## src/hw/rtl/c2d_pkg.sv

```systemverilog
// Shared types and constants of the 3x3 zero-padded convolution block.
// Used by the front end, the job queue, the back end and the top level.
package c2d_pkg;

  localparam int SAMPLE_W    = 16;
  localparam int FRAC_W      = 8;
  localparam int KSIZE       = 3;
  localparam int WIN_N       = KSIZE * KSIZE;
  localparam int NRES        = 4;
  localparam int Q_DEPTH     = 4;
  localparam int QPTR_W      = $clog2(Q_DEPTH);
  localparam int QCNT_W      = $clog2(Q_DEPTH + 1);
  localparam int CFG_ADDR_W  = 3;
  localparam int CFG_DATA_W  = 48;
  localparam int FRAME_REG_W = 8;
  localparam int FRAME_RESET = 128;

  typedef logic [CFG_ADDR_W-1:0] c2d_reg_idx_t;

  localparam c2d_reg_idx_t REG_FRAME_ROWS = 3'd0;
  localparam c2d_reg_idx_t REG_FRAME_COLS = 3'd1;
  localparam c2d_reg_idx_t REG_KERNEL_TOP = 3'd2;
  localparam c2d_reg_idx_t REG_KERNEL_MID = 3'd3;
  localparam c2d_reg_idx_t REG_KERNEL_BOT = 3'd4;

  // Window entry r*3+c: row 0 is the oldest row, column 0 the oldest column.
  typedef logic [WIN_N-1:0][SAMPLE_W-1:0] c2d_win_t;

  // One kernel row per entry, column 0 in the low bits.
  typedef logic [KSIZE-1:0][KSIZE*SAMPLE_W-1:0] c2d_kern_t;

  // Work for the back end: a window snapshot and which of the four
  // neighbor results it produces (bit 0 center, 1 right edge, 2 bottom, 3 corner).
  typedef struct packed {
    c2d_win_t          win;
    logic [NRES-1:0]   mask;
  } c2d_job_t;

endpackage

```

## src/hw/rtl/c2d_queue.sv

```systemverilog
// Short first-in first-out queue of jobs between front and back end.
// Depth and count width come from c2d_pkg.
module c2d_queue #(
  parameter int WIDTH = 160
) (
  input  logic                       clk,
  input  logic                       rst_n,
  input  logic                       push,
  input  logic [WIDTH-1:0]           wr_data,
  input  logic                       pop,
  output logic [WIDTH-1:0]           rd_data,
  output logic                       empty,
  output logic [c2d_pkg::QCNT_W-1:0] count
);
  import c2d_pkg::*;

  logic [WIDTH-1:0]  mem_r [Q_DEPTH];
  logic [QPTR_W-1:0] wr_ptr_r, rd_ptr_r;
  logic [QCNT_W-1:0] count_r;

  function automatic logic [QPTR_W-1:0] ptr_inc(input logic [QPTR_W-1:0] p);
    ptr_inc = (p == QPTR_W'(Q_DEPTH - 1)) ? '0 : p + QPTR_W'(1);
  endfunction

  always_ff @(posedge clk) begin
    if (!rst_n) begin
      wr_ptr_r <= '0;
      rd_ptr_r <= '0;
      count_r  <= '0;
    end else begin
      if (push) wr_ptr_r <= ptr_inc(wr_ptr_r);
      if (pop)  rd_ptr_r <= ptr_inc(rd_ptr_r);
      if (push && !pop)      count_r <= count_r + QCNT_W'(1);
      else if (pop && !push) count_r <= count_r - QCNT_W'(1);
    end
  end

  always_ff @(posedge clk) begin
    if (push) mem_r[wr_ptr_r] <= wr_data;
  end

  assign rd_data = mem_r[rd_ptr_r];
  assign empty   = (count_r == '0);
  assign count   = count_r;

endmodule

```

## config.mk

```make
export PLATFORM = sky130hd
export DESIGN_NAME = c2d_queue
export DESIGN_NICKNAME = d
export VERILOG_FILES = /design/src/hw/rtl/c2d_pkg.sv /design/src/hw/rtl/c2d_queue.sv
export SDC_FILE = /design/constraint.sdc
export NUM_CORES = 1
export LEC_CHECK = 0
export ABC_AREA = 0
export BUFFER_PORTS_ARGS = -buffer_cell sky130_fd_sc_hd__buf_4
export CAP_MARGIN = 0
export CORE_MARGIN = 2
export CORE_UTILIZATION = 60
export CTS_BUF_LIST = sky130_fd_sc_hd__clkbuf_4 sky130_fd_sc_hd__clkbuf_8 sky130_fd_sc_hd__clkbuf_16
export CTS_CLUSTER_DIAMETER = 200
export DETAILED_ROUTE_END_ITERATION = 8
export PLACE_DENSITY = 0.83
export SYNTH_ARGS = -nofsm -noshare
export SYNTH_HDL_FRONTEND = slang
export SYNTH_SLANG_ARGS = --single-unit
```

## constraint.sdc

```tcl
create_clock -name clk -period 7.45 [get_ports clk]
set_input_delay 1.1175 -clock clk [delete_from_list [all_inputs] [get_ports clk]]
set_output_delay 1.1175 -clock clk [all_outputs]
set_load 0.01 [all_outputs]
```

==> metrics.md, run 1 <==
| Metric | Value |
|---|---|
| Largest net degree at the start of global routing | about 160 |
| Die width | ~200 microns |
| Num Clock Sinks | ~650 |
| Flop2flop setup slack | roughly 4700 ps |
| CP required | roughly 6300 ps |
| Rel. slew slack | 0.130 |
| Setup TNS Final | 0 ps |
| P&R area growth vs syn | 20.4% |
| Hpwl dp | roughly 26,000 microns |
| Worst Skew | about 11 ps |
| Die Y | 202 microns |
| PnR Total Power | 0.00781 W |
| Seq/Total Area, Yosys | 0.825 |
| Initial antenna violation count | 3 |
| Comb power frac | 0.096 |
| Fin crit period | slightly above 4000 ps |
| Hold_buf cts | 0 |
| Seq pwr share | 0.544 |
| Total I/O pin count | 328 |
| Place WS | 3870 ps |
| Final setup violation count | 0 |
| Dpl cell area | 26,500 sq um |
| Post-CTS Resized | 0 |
| Int Power | 0.00617 W |
| Worst IR Drop VDD | between 0.2 and 0.3 mV |
| RSZ-0062 raised after global routing | false |
| Synthesized area | 23,500 sq um |
| Post-Syn Nets | around 1,100 |
| Layout cells sized above 1 | 0.457 |
| CP Max Fanout | 46 |
| Syn. warnings | 0 |
| Via-per-instance ratio | around 6 |
| Synth Instances | roughly 880 |
| Synth area leaders | edfxtp_1, mux4_2, dfxtp_1 |
| CP max stage cell | buf_4 |
| Crit-path cells | buf_4 -> mux4_2 -> buf_4 |
| Distinct cell type count after synthesis | 20 |
| Synth Register Bits | approximately 650 |
| First-pass GRT wire length | roughly 71,000 microns |
| Gp weighted congestion | slightly above 0.7 |
| Clock tree from TritonCTS | done |
| Status | completed |
| WL final | roughly 47,000 microns |
| Max-slew violations | 0 |
| Final hold vios | 0 |
| Max-Cap Viols | 0 |
| Root Driver | clkbuf_16 |
| Arrival time at the worst endpoint | a little under 3000 ps |
| Crit share post-route | 0.550 |
| Clock buffer count from CTS | 60 |
| Via count | ~11,000 |
| Cell taking the most area after synthesis | edfxtp_1 |
| H-tree lvl count | 2 |
| Die Area | between 40,000 and 50,000 sq um |
| Post-route ant nets | 0 |
| Tot GR Track Use | 0.237 |
| Vias in the first global route | 11,208 |
| Worst Hold Class | reg2reg |
| Switching part of the total | 0.210 |
| GR Overflow Total | 0 |
| Site Rows | 72 |
| FMAX | ~240 MHz |
| Clock group share of total power | 0.360 |
| Critical Path End Type | output pin |
| Router iterations before antenna repair | 5 |
| Clk_lat worst skew | ~600 ps |
| Power Density | between 200 and 300 nW/um^2 |
| Core area | approximately 39,000 sq um |
| Fin area | between 20,000 and 30,000 sq um |
| Delay of the slowest critical-path stage | a little over 800 ps |
| Initial core utilization | 0.608 |
| Final nets | 1,411 |
| Max Buffers Root-to-Sink | 3 |
| IO buf count | 327 |
| Syn Area/Cell | 26.7 sq um |
| PnR worst setup slack | 3350 ps |
| Top-area cell type share of the netlist area | 0.817 |
| Worst-Margin Slew | 1310 ps |
| Clk slew on worst S/H paths | ~60 ps |
| WS Path Type | reg2out |
| WL/cell | about 26 microns |
| Post-CTS Setup Bufs | 0 |
| Drt drc | 0 |
| Sw Pwr | between 0.0015 and 0.002 W |
| CP dominant cell by count | buf_4 |
| Startpoint Class | register |
| First DRT Iteration DRCs | 964 |
| Leak pwr | around 9.5 nW |
[metrics by stage]
stage / hold WS [ps] / utilization / cells
final: 546 / 0.733 / 1798
after global routing: 577 / 0.733 / 1798
after CTS: 549 / 0.733 / 1797
after detailed placement: 538 / 0.686 / 1696
after global placement: 499 / 0.686 / 1696
after floorplan: 512 / - / 879
[per-layer routing]
layer | part of all wire | global-route usage | vias to the layer above
li1 | - | - | 4527
met1 | 0.37 | 0.314 | 5639
met2 | 0.51 | 0.391 | 489
met3 | 0.096 | 0.0701 | 89
met4 | 0.022 | 0.0622 | 4
met5 | 0.00057 | 0 | -
[logic make-up (layout without fill, tap and decap cells)]
family / Yosys count / count (layout) / synth area share
flops: 649 / 649 / 0.825
mux: 164 / 164 / 0.155
buf+inv: 40 / 440 / 0.0109
simple gates: 14 / 14 / 0.00351
fa+ha+maj: 7 / 7 / 0.00404
compound gates: 3 / 3 / 0.000851
xor+xnor: 2 / 2 / 0.000745
other cells: 0 / 1 / 0
[layout by cell type (no fill, tap or decap), types with 4 or more instances in the layout]
master / n
edfxtp_1: 640
clkinv_2: 5
mux4_2: 160
buf_12: 5
mux2i_1: 4
clkbuf_4: 15
ha_1: 6
nor2b_1: 5
and2_4: 4
buf_4: 330
dfxtp_1: 7
clkbuf_16: 61
clkinv_1: 17
inv_1: 4
[critical path: cells and delay by family, from the launching register on]
kind | cells | cell delay (ps)
buf+inv | 2 | 980
mux | 1 | 620
flops | 1 | 700
[cell usage after synthesis (all sizes together)]
cell	number
a21boi	1
dfxtp	9
buf	29
xor2	1
nor2	1
fa	1
and2	5
inv	4
or3	1
xnor2	1
o21ai	1
mux4	160
o21a	1
edfxtp	640
ha	6
nor3	2
clkbuf	7
nor2b	5
mux2i	4
[layout make-up]
type,count,area [sq um]
flip-flops and latches,649,19400
diodes,1,2.50
fillers,2013,10300
clock buffers,76,1640
repair buffers,335,2580
well taps,518,648
inverters,4,15.0
clock inverters,25,158
multi-input cells,190,3870
[path summary, 6_finish.rpt]
path | from | to | cells past startpoint
worst min register to register | rd_ptr_r[1] | register | 2
worst max register to register | wr_ptr_r[0] | mem_r[3][66] | 3
worst min-delay path | rd_ptr_r[1] | register | 2
worst max-delay path | register | rd_data[121] | 3
[power groups by stage]
| stage | Combinational, W | Clock [W] | Sequential (W) |
|---|---|---|---|
| after global routing | 0.000795 | 0.00301 | 0.00426 |
| after floorplan | 0.000385 | 0 | 0.00431 |
| after CTS | 0.000759 | 0.00287 | 0.00425 |
| after global placement | 0.000735 | 0 | 0.00431 |
| final | 0.000748 | 0.00281 | 0.00425 |
| after detailed placement | 0.000750 | 0 | 0.00432 |
[flip-flops by register name, indices dropped and copies added, names as in the netlist, named ones only]
signal,cells
mem_r,640
count,3
rd_ptr_r,2
wr_ptr_r,2
Note: power is estimated with default switching activity, not from simulation.
==> run 2, diff against run 1 <==
ABC_AREA = 1   (was 0)
CORE_UTILIZATION = 52   (was 60)
PLACE_DENSITY = 0.76   (was 0.83)
clock period = 3.7 ns   (was 7.45 ns; I/O delays follow)
==> run 2 against run 1 <==
- combinational power is 140% higher
- sequential share of layout area is 2.3 points lower
- largest power group unchanged
- worst setup slack worse by 2900 ps
- first-iteration DRC count is 30% higher
- core utilization is 8.9 points lower
- routed wire length is 13% higher
- clock power is 130% higher
==> metrics.md, run 2 <==
| Metric | Value |
|---|---|
| Num Clock Sinks | 649 (unchanged) |
| Status | completed |
| Site Rows | 78 (+8.3%) |
| Clock buffer count from CTS | 66 (+10%) |
| Reg area | 19,400 sq um (unchanged) |
| Max-slew violations | 0 (unchanged) |
| RSZ-0062 raised after global routing | false |
| Fill cells | 3,171 (+58%) |
| Synthesized area | 24,000 sq um (+2.0%) |
| H-tree lvl count | 3 (+1) |
| DP Cell Count | 2,462 (+45%) |
| Multi-input gate area | 4020 sq um (+4.0%) |
| Hpwl dp | 30,500 microns (+16%) |
| Seq/Total Area, Yosys | 0.809 (-0.0162) |
| Drt drc | 0 (unchanged) |
| Synth Register Bits | 649 (unchanged) |
| Post-CTS Resized | 0 (unchanged) |
| Die Area | 47,900 sq um (+17%) |
| Vias in the first global route | 14,625 (+30%) |
| Compound-cell area share of the yosys netlist | 0.110 (+0.109) |
| P&R area growth vs syn | 22.1% |
| Largest net degree at the start of global routing | 133 (-17%) |
| Initial core utilization | 0.527 (-0.0810) |
| Largest family of logic cells by synthesized area | compound AO/OA/AOI/OAI gates |
| Worst Hold Class | in2reg |
| R2R cell count | 6 (+3) |
| WS Path Type | reg2out |
| Layout cells sized above 1 | 0.239 (-0.219) |
| Die width | 219 microns (+8.3%) |
| Leak pwr | 10.2 nW (+7.9%) |
| Core area | 45,500 sq um (+18%) |
| WHS Path Cells | 1 (-1) |
| Count leader, synth | edfxtp_1 |
| Share of flip-flops with an asynchronous set or reset | 0 (unchanged) |
| Post-Synth Adder-Cell Area | 0.00396 (-0.0000795) |
| RR Startpoint | wr_ptr_r[0] |
| Gp weighted congestion | 0.774 (+6.8%) |
| Fin crit period | roughly 3200 ps |
| Via-per-instance ratio | 5.72 (-4.4%) |
| Post-Synth Simple-Gate Area | 0.0537 (+0.0502) |
| Top post-synthesis cells by count | edfxtp_1, nor2_1, o21ai_0, o22ai_1, o21ai_1 |
| Crit share post-route | 0.864 |
| CP required | 3140 ps (-3190 ps) |
| Final hold vios | 0 (unchanged) |
| Top reg by flops | mem_r |
| WL/cell | 20.7 microns (-21%) |
| N_diodes | 0 (-1) |
| Worst Skew | 14.4 ps (+3.89 ps) |
| Initial antenna violation count | 2 (-1) |
| Total I/O pin count | 328 (unchanged) |
| IO buf count | 327 (unchanged) |
| First-pass GRT wire length | 80,900 microns (+15%) |
| Cell taking the most area after synthesis | edfxtp_1 |
| Max FFs per register | 640 (unchanged) |
| Distinct cell type count after synthesis | 21 (+5.0%) |
| Final nets | 2,101 (+49%) |
| Startpoint Class | register |
| Hold_buf cts | 0 (unchanged) |
| Worst IR Drop VDD | 0.439 mV (+67%) |
| Clk slew on worst S/H paths | 60 ps (about the same) |
| Hold Crit Endpoint | mem_r[1][82] |
| Clock tree from TritonCTS | done |
| Die Y | 219 microns (+8.3%) |
| Root Driver | clkbuf_16 |
| Top-area cell type share of the netlist area | 0.801 (-0.0161) |
| Post-CTS Setup Bufs | 0 (unchanged) |
| Top_reg_cell synth | edfxtp_1 |
| Arrival time at the worst endpoint | 2640 ps (-340 ps) |
| FMAX | 313 MHz |
| GR Overflow Total | 0 (unchanged) |
| Worst R2R End | mem_r[0][77] |
| Max-Cap Viols | 0 (unchanged) |
| Syn. warnings | 0 (unchanged) |
| Rel. slew slack | 0.316 (+0.186) |
| Via count | 14,739 (+37%) |
| Router iterations before antenna repair | 5 (unchanged) |
| Non-filler instance count after layout | 2,579 (+43%) |
| Setup TNS Final | 0 ps (unchanged) |
| Number of synthesized flops with an enable pin | 640 (unchanged) |
| Tot GR Track Use | 0.222 (-0.0149) |
| Critical Path End Type | output pin |
| Clk_lat worst skew | 590 ps (about the same) |
| Post-route ant nets | 0 (unchanged) |
| Commonest non-fill, non-tap cell in the layout | edfxtp_1 |
| Most frequent cells in the layout | edfxtp_1, buf_4, nor2_1 |
| Min-delay src | wr_data[82] |
| Worst-Margin Slew | 1030 ps (-279 ps) |
| CP Max Fanout | 107 (+130%) |
| Power Density | 572 nW/um^2 (+110%) |
| Post-Synth XOR/XNOR Area | 0.000365 (-0.000380) |
| Synth Instances | 1,605 (+83%) |
| WL final | 53,300 microns (+13%) |
| Max Buffers Root-to-Sink | 3 (unchanged) |
| Post-Syn Nets | 1,776 (+69%) |
| Final setup violation count | 0 (unchanged) |
| Synth area leaders | edfxtp_1, nor2_1, o22ai_1 |
| PnR Total Power | 0.0168 W (+110%) |
| Flop2flop setup slack | 1400 ps (-3330 ps) |
| Syn Area/Cell | 14.9 sq um (-44%) |
| First DRT Iteration DRCs | 1,249 (+30%) |
| Mux share of post-synthesis cell area | 0 (-0.155) |
-- run 2: changes by cell type after synthesis, sizes merged, moves of 3 or more --
cell    change
nor2      +327
o21ai     +322
mux4      -160
o22ai     +160
clkbuf     +49
buf        +20
inv        +11
nand2       +8
and2        -5
nor2b       -5
mux2i       -4
a21oi       +3
-- run 2: how the worst max path moves through the flow --
stage / startpoint / to / slack [ps] / cells past startpoint
4_1_cts: register / rd_data[36] / 440 / 5
3_5_place_dp: register / rd_data[36] / 1060 / 5
5_1_grt: register / rd_data[37] / 310 / 5
3_3_place_gp: register / rd_data[36] / 1070 / 5
2_1_floorplan: wr_ptr_r[0] / mem_r[0][0] / 220 / 4
6_report: register / rd_data[78] / 500 / 5
-- run 2: logic make-up (layout without fill, tap and decap cells) --
family                     after synthesis  in the layout
buffers and inverters                  121            495
AOI/OAI and AO/OA                      486            486
adders and majority gates                7              7
xor gates and xnor gates                 1              1
and+or+nand+nor                        341            341
DFF                                    649            649
-- run 2: worst max-delay path: stages, from the launching register on --
cell and delay [ps]:
dfxtp_4 490, inv_8 550, buf_12 370, o21ai_1 100
o22ai_1 250, buf_4 180
-- run 2: power by group --
group / total (W) / internal [W] / switching, W
Combinational: 0.00176 / 0.000707 / 0.00105
Clock: 0.00649 / 0.00390 / 0.00259
Sequential: 0.00851 / 0.00841 / 0.0000951
-- run 2: area by class of cell --
| cell class | count | area share |
|---|---|---|
| timing repair buffer | 362 | 0.0979 |
| clock buffer | 88 | 0.0650 |
| clock inverter | 29 | 0.00850 |
| sequential | 649 | 0.663 |
| tap | 600 | 0.0256 |
| inverter | 16 | 0.00291 |
| multi-input combinational | 835 | 0.137 |
-- run 2: per-stage QoR --
stage          utilization  hold slack [ps]  setup slack (ps)  instance area (sq um)
2_1_floorplan            -              490               220                  24000
3_3_place_gp         0.597              501              1070                  27100
3_5_place_dp         0.597              534              1060                  27100
4_1_cts              0.644              115               439                  29300
5_1_grt              0.644              135               315                  29300
6_report             0.644              161               501                  29300
-- run 2: routing by layer --
layer  GRT usage  vias up  part of all wire
met5           0        -           0.00051
met1       0.287     7349              0.40
met2       0.357      552              0.48
li1            -     6747                 -
met4      0.0784        4             0.023
met3      0.0674       87             0.092
==> run 3, diff against run 2 <==
CORE_ASPECT_RATIO = 2   (was not set)
==> run 3 against run 2 <==
- non-clock buffer count down 9
- critical path type unchanged
- sequential share of layout area up 1.3 points
- largest cell class unchanged
- via count decreased by 0.97%
==> metrics.md, run 3 (synthesized netlist as in run 2, its figures left out) <==
| Metric | Value |
|---|---|
| Initial antenna violation count | 10 (+8) |
| R2R cell count | 4 (-2) |
| CP Max Fanout | 57 (-47%) |
| Final nets | 2,079 (-1.0%) |
| Critical Path End Type | output pin |
| CP max stage cell | buf_4 |
| Arrival time at the worst endpoint | 2720 ps (+80 ps) |
| Clock tree from TritonCTS | done |
| Clk_lat worst skew | 590 ps (about the same) |
| WL/cell | 22.0 microns (+6.4%) |
| DP Cell Count | 2,418 (-1.8%) |
| WL final | 55,500 microns (+4.0%) |
| Crit-path cells | inv_4 -> buf_4 -> o21ai_0 -> o22ai_1 -> buf_4 |
| Most frequent cells in the layout | edfxtp_1, buf_4, nor2_1 |
| Max Buffers Root-to-Sink | 3 (unchanged) |
| Max-Cap Viols | 0 (unchanged) |
| CP required | 3140 ps (about the same) |
| Max-slew violations | 0 (unchanged) |
| Via count | 14,596 (-0.97%) |
| Commonest non-fill, non-tap cell in the layout | edfxtp_1 |
| RSZ-0062 raised after global routing | false |
| WHS Path Cells | 1 (unchanged) |
| Hpwl dp | 32,600 microns (+6.8%) |
| GR Overflow Total | 0 (unchanged) |
| Tot GR Track Use | 0.229 (+0.00730) |
| Max FFs per register | 640 (unchanged) |
| Dpl cell area | 26,900 sq um (-0.78%) |
| Fill cells | 3,314 (+4.5%) |
| First DRT Iteration DRCs | 1,145 (-8.3%) |
| Via-per-instance ratio | 5.79 (+1.3%) |
| Non-filler instance count after layout | 2,521 (-2.2%) |
| Hold_buf cts | 0 (unchanged) |
| FMAX | 305 MHz (-2.3%) |
| Worst-Margin Slew | 1080 ps (+51.6 ps) |
| Root Driver | clkbuf_16 |
| Router iterations before antenna repair | 5 (unchanged) |
| Setup TNS Final | 0 ps (unchanged) |
| Num Clock Sinks | 649 (unchanged) |
| Drt drc | 0 (unchanged) |
| Clk slew on worst S/H paths | 70 ps (about the same) |
| PnR Total Power | 0.0160 W (-4.8%) |
| Top reg by flops | mem_r |
| Die Y | 308 microns (+41%) |
| P&R area growth vs syn | 19.8% |
| Final setup violation count | 0 (unchanged) |
| Post-CTS Setup Bufs | 0 (unchanged) |
| Layout cells sized above 1 | 0.230 (-0.00852) |
| Gp weighted congestion | 0.783 (+1.2%) |
| Status | completed |
| Final hold vios | 0 (unchanged) |
| WS Path Type | reg2out |
| Clock buffer count from CTS | 53 (-20%) |
| Post-route ant nets | 0 (unchanged) |
| Delay of the slowest critical-path stage | 620 ps (+70 ps) |
| H-tree lvl count | 2 (-1) |
| Vias in the first global route | 15,158 (+3.6%) |
| Post-CTS Resized | 0 (unchanged) |
| Core area | 45,700 sq um (+0.47%) |
| Startpoint Class | register |
| Fin area | 28,700 sq um (-1.9%) |
| Die Area | 48,000 sq um (+0.22%) |
| Worst IR Drop VDD | 0.531 mV (+21%) |
| Rel. slew slack | 0.281 (-0.0344) |
| Total I/O pin count | 328 (unchanged) |
| Leak pwr | 9.97 nW (-2.7%) |
| Layout Utilization | 0.629 (-0.0154) |
| Power Density | 555 nW/um^2 (-2.9%) |
| Fin crit period | 3270 ps (+75.9 ps) |
| CP dominant cell by count | buf_4 |
| Largest net degree at the start of global routing | 213 (+60%) |
| First-pass GRT wire length | 83,600 microns (+3.4%) |
| Worst Hold Class | in2reg |
| Crit share post-route | 0.885 (+0.0205) |
| Die width | 156 microns (-29%) |
| Worst Skew | 24.2 ps (+9.84 ps) |
| IO buf count | 327 (unchanged) |
| Site Rows | 111 (+42%) |
| Initial core utilization | 0.525 (-0.00247) |
-- run 3: power by group --
part,internal [W],switching (W)
Combinational,0.000688,0.00107
Clock,0.00320,0.00249
Sequential,0.00841,0.0000885
-- run 3: worst paths after layout --
path | from | end | slack (ps)
setup reg to reg | wr_ptr_r[0] | mem_r[3][114] | 1750
hold reg to reg | rd_ptr_r[1] | register | 530
setup / recovery | register | rd_data[159] | 430
hold / removal | wr_data[118] | mem_r[1][118] | 160
-- run 3: metal layers --
| metal | GRT usage | vias to the layer above | part of all wire |
|---|---|---|---|
| li1 | - | 6685 | - |
| met1 | 0.251 | 7207 | 0.36 |
| met2 | 0.416 | 566 | 0.52 |
| met3 | 0.0457 | 134 | 0.068 |
| met4 | 0.119 | 4 | 0.051 |
| met5 | 0 | - | 0.00041 |
-- run 3: layout make-up --
type | count | area (sq um) | share of cell area
Multi-Input combinational cell | 835 | 4020 | 0.140
Clock buffer | 61 | 1420 | 0.0495
Clock inverter | 34 | 359 | 0.0125
Tap cell | 565 | 707 | 0.0246
Antenna cell | 8 | 20.0 | 0.000697
Timing Repair Buffer | 353 | 2700 | 0.0940
Inverter | 16 | 85.1 | 0.00296
Sequential cell | 649 | 19400 | 0.676
-- run 3: critical path: cells and delay by family (launching register included) --
| kind | cells | cell delay, ps |
|---|---|---|
| DFF | 1 | 480 |
| buffers and inverters | 3 | 1110 |
| AOI/OAI and AO/OA | 2 | 480 |
-- run 3: per-stage QoR --
step	hold WS [ps]	worst slack (ps)
CTS	123	398
finish	157	426
detailed placement	523	1050
global route	132	304
floorplan	490	220
global placement	505	1070
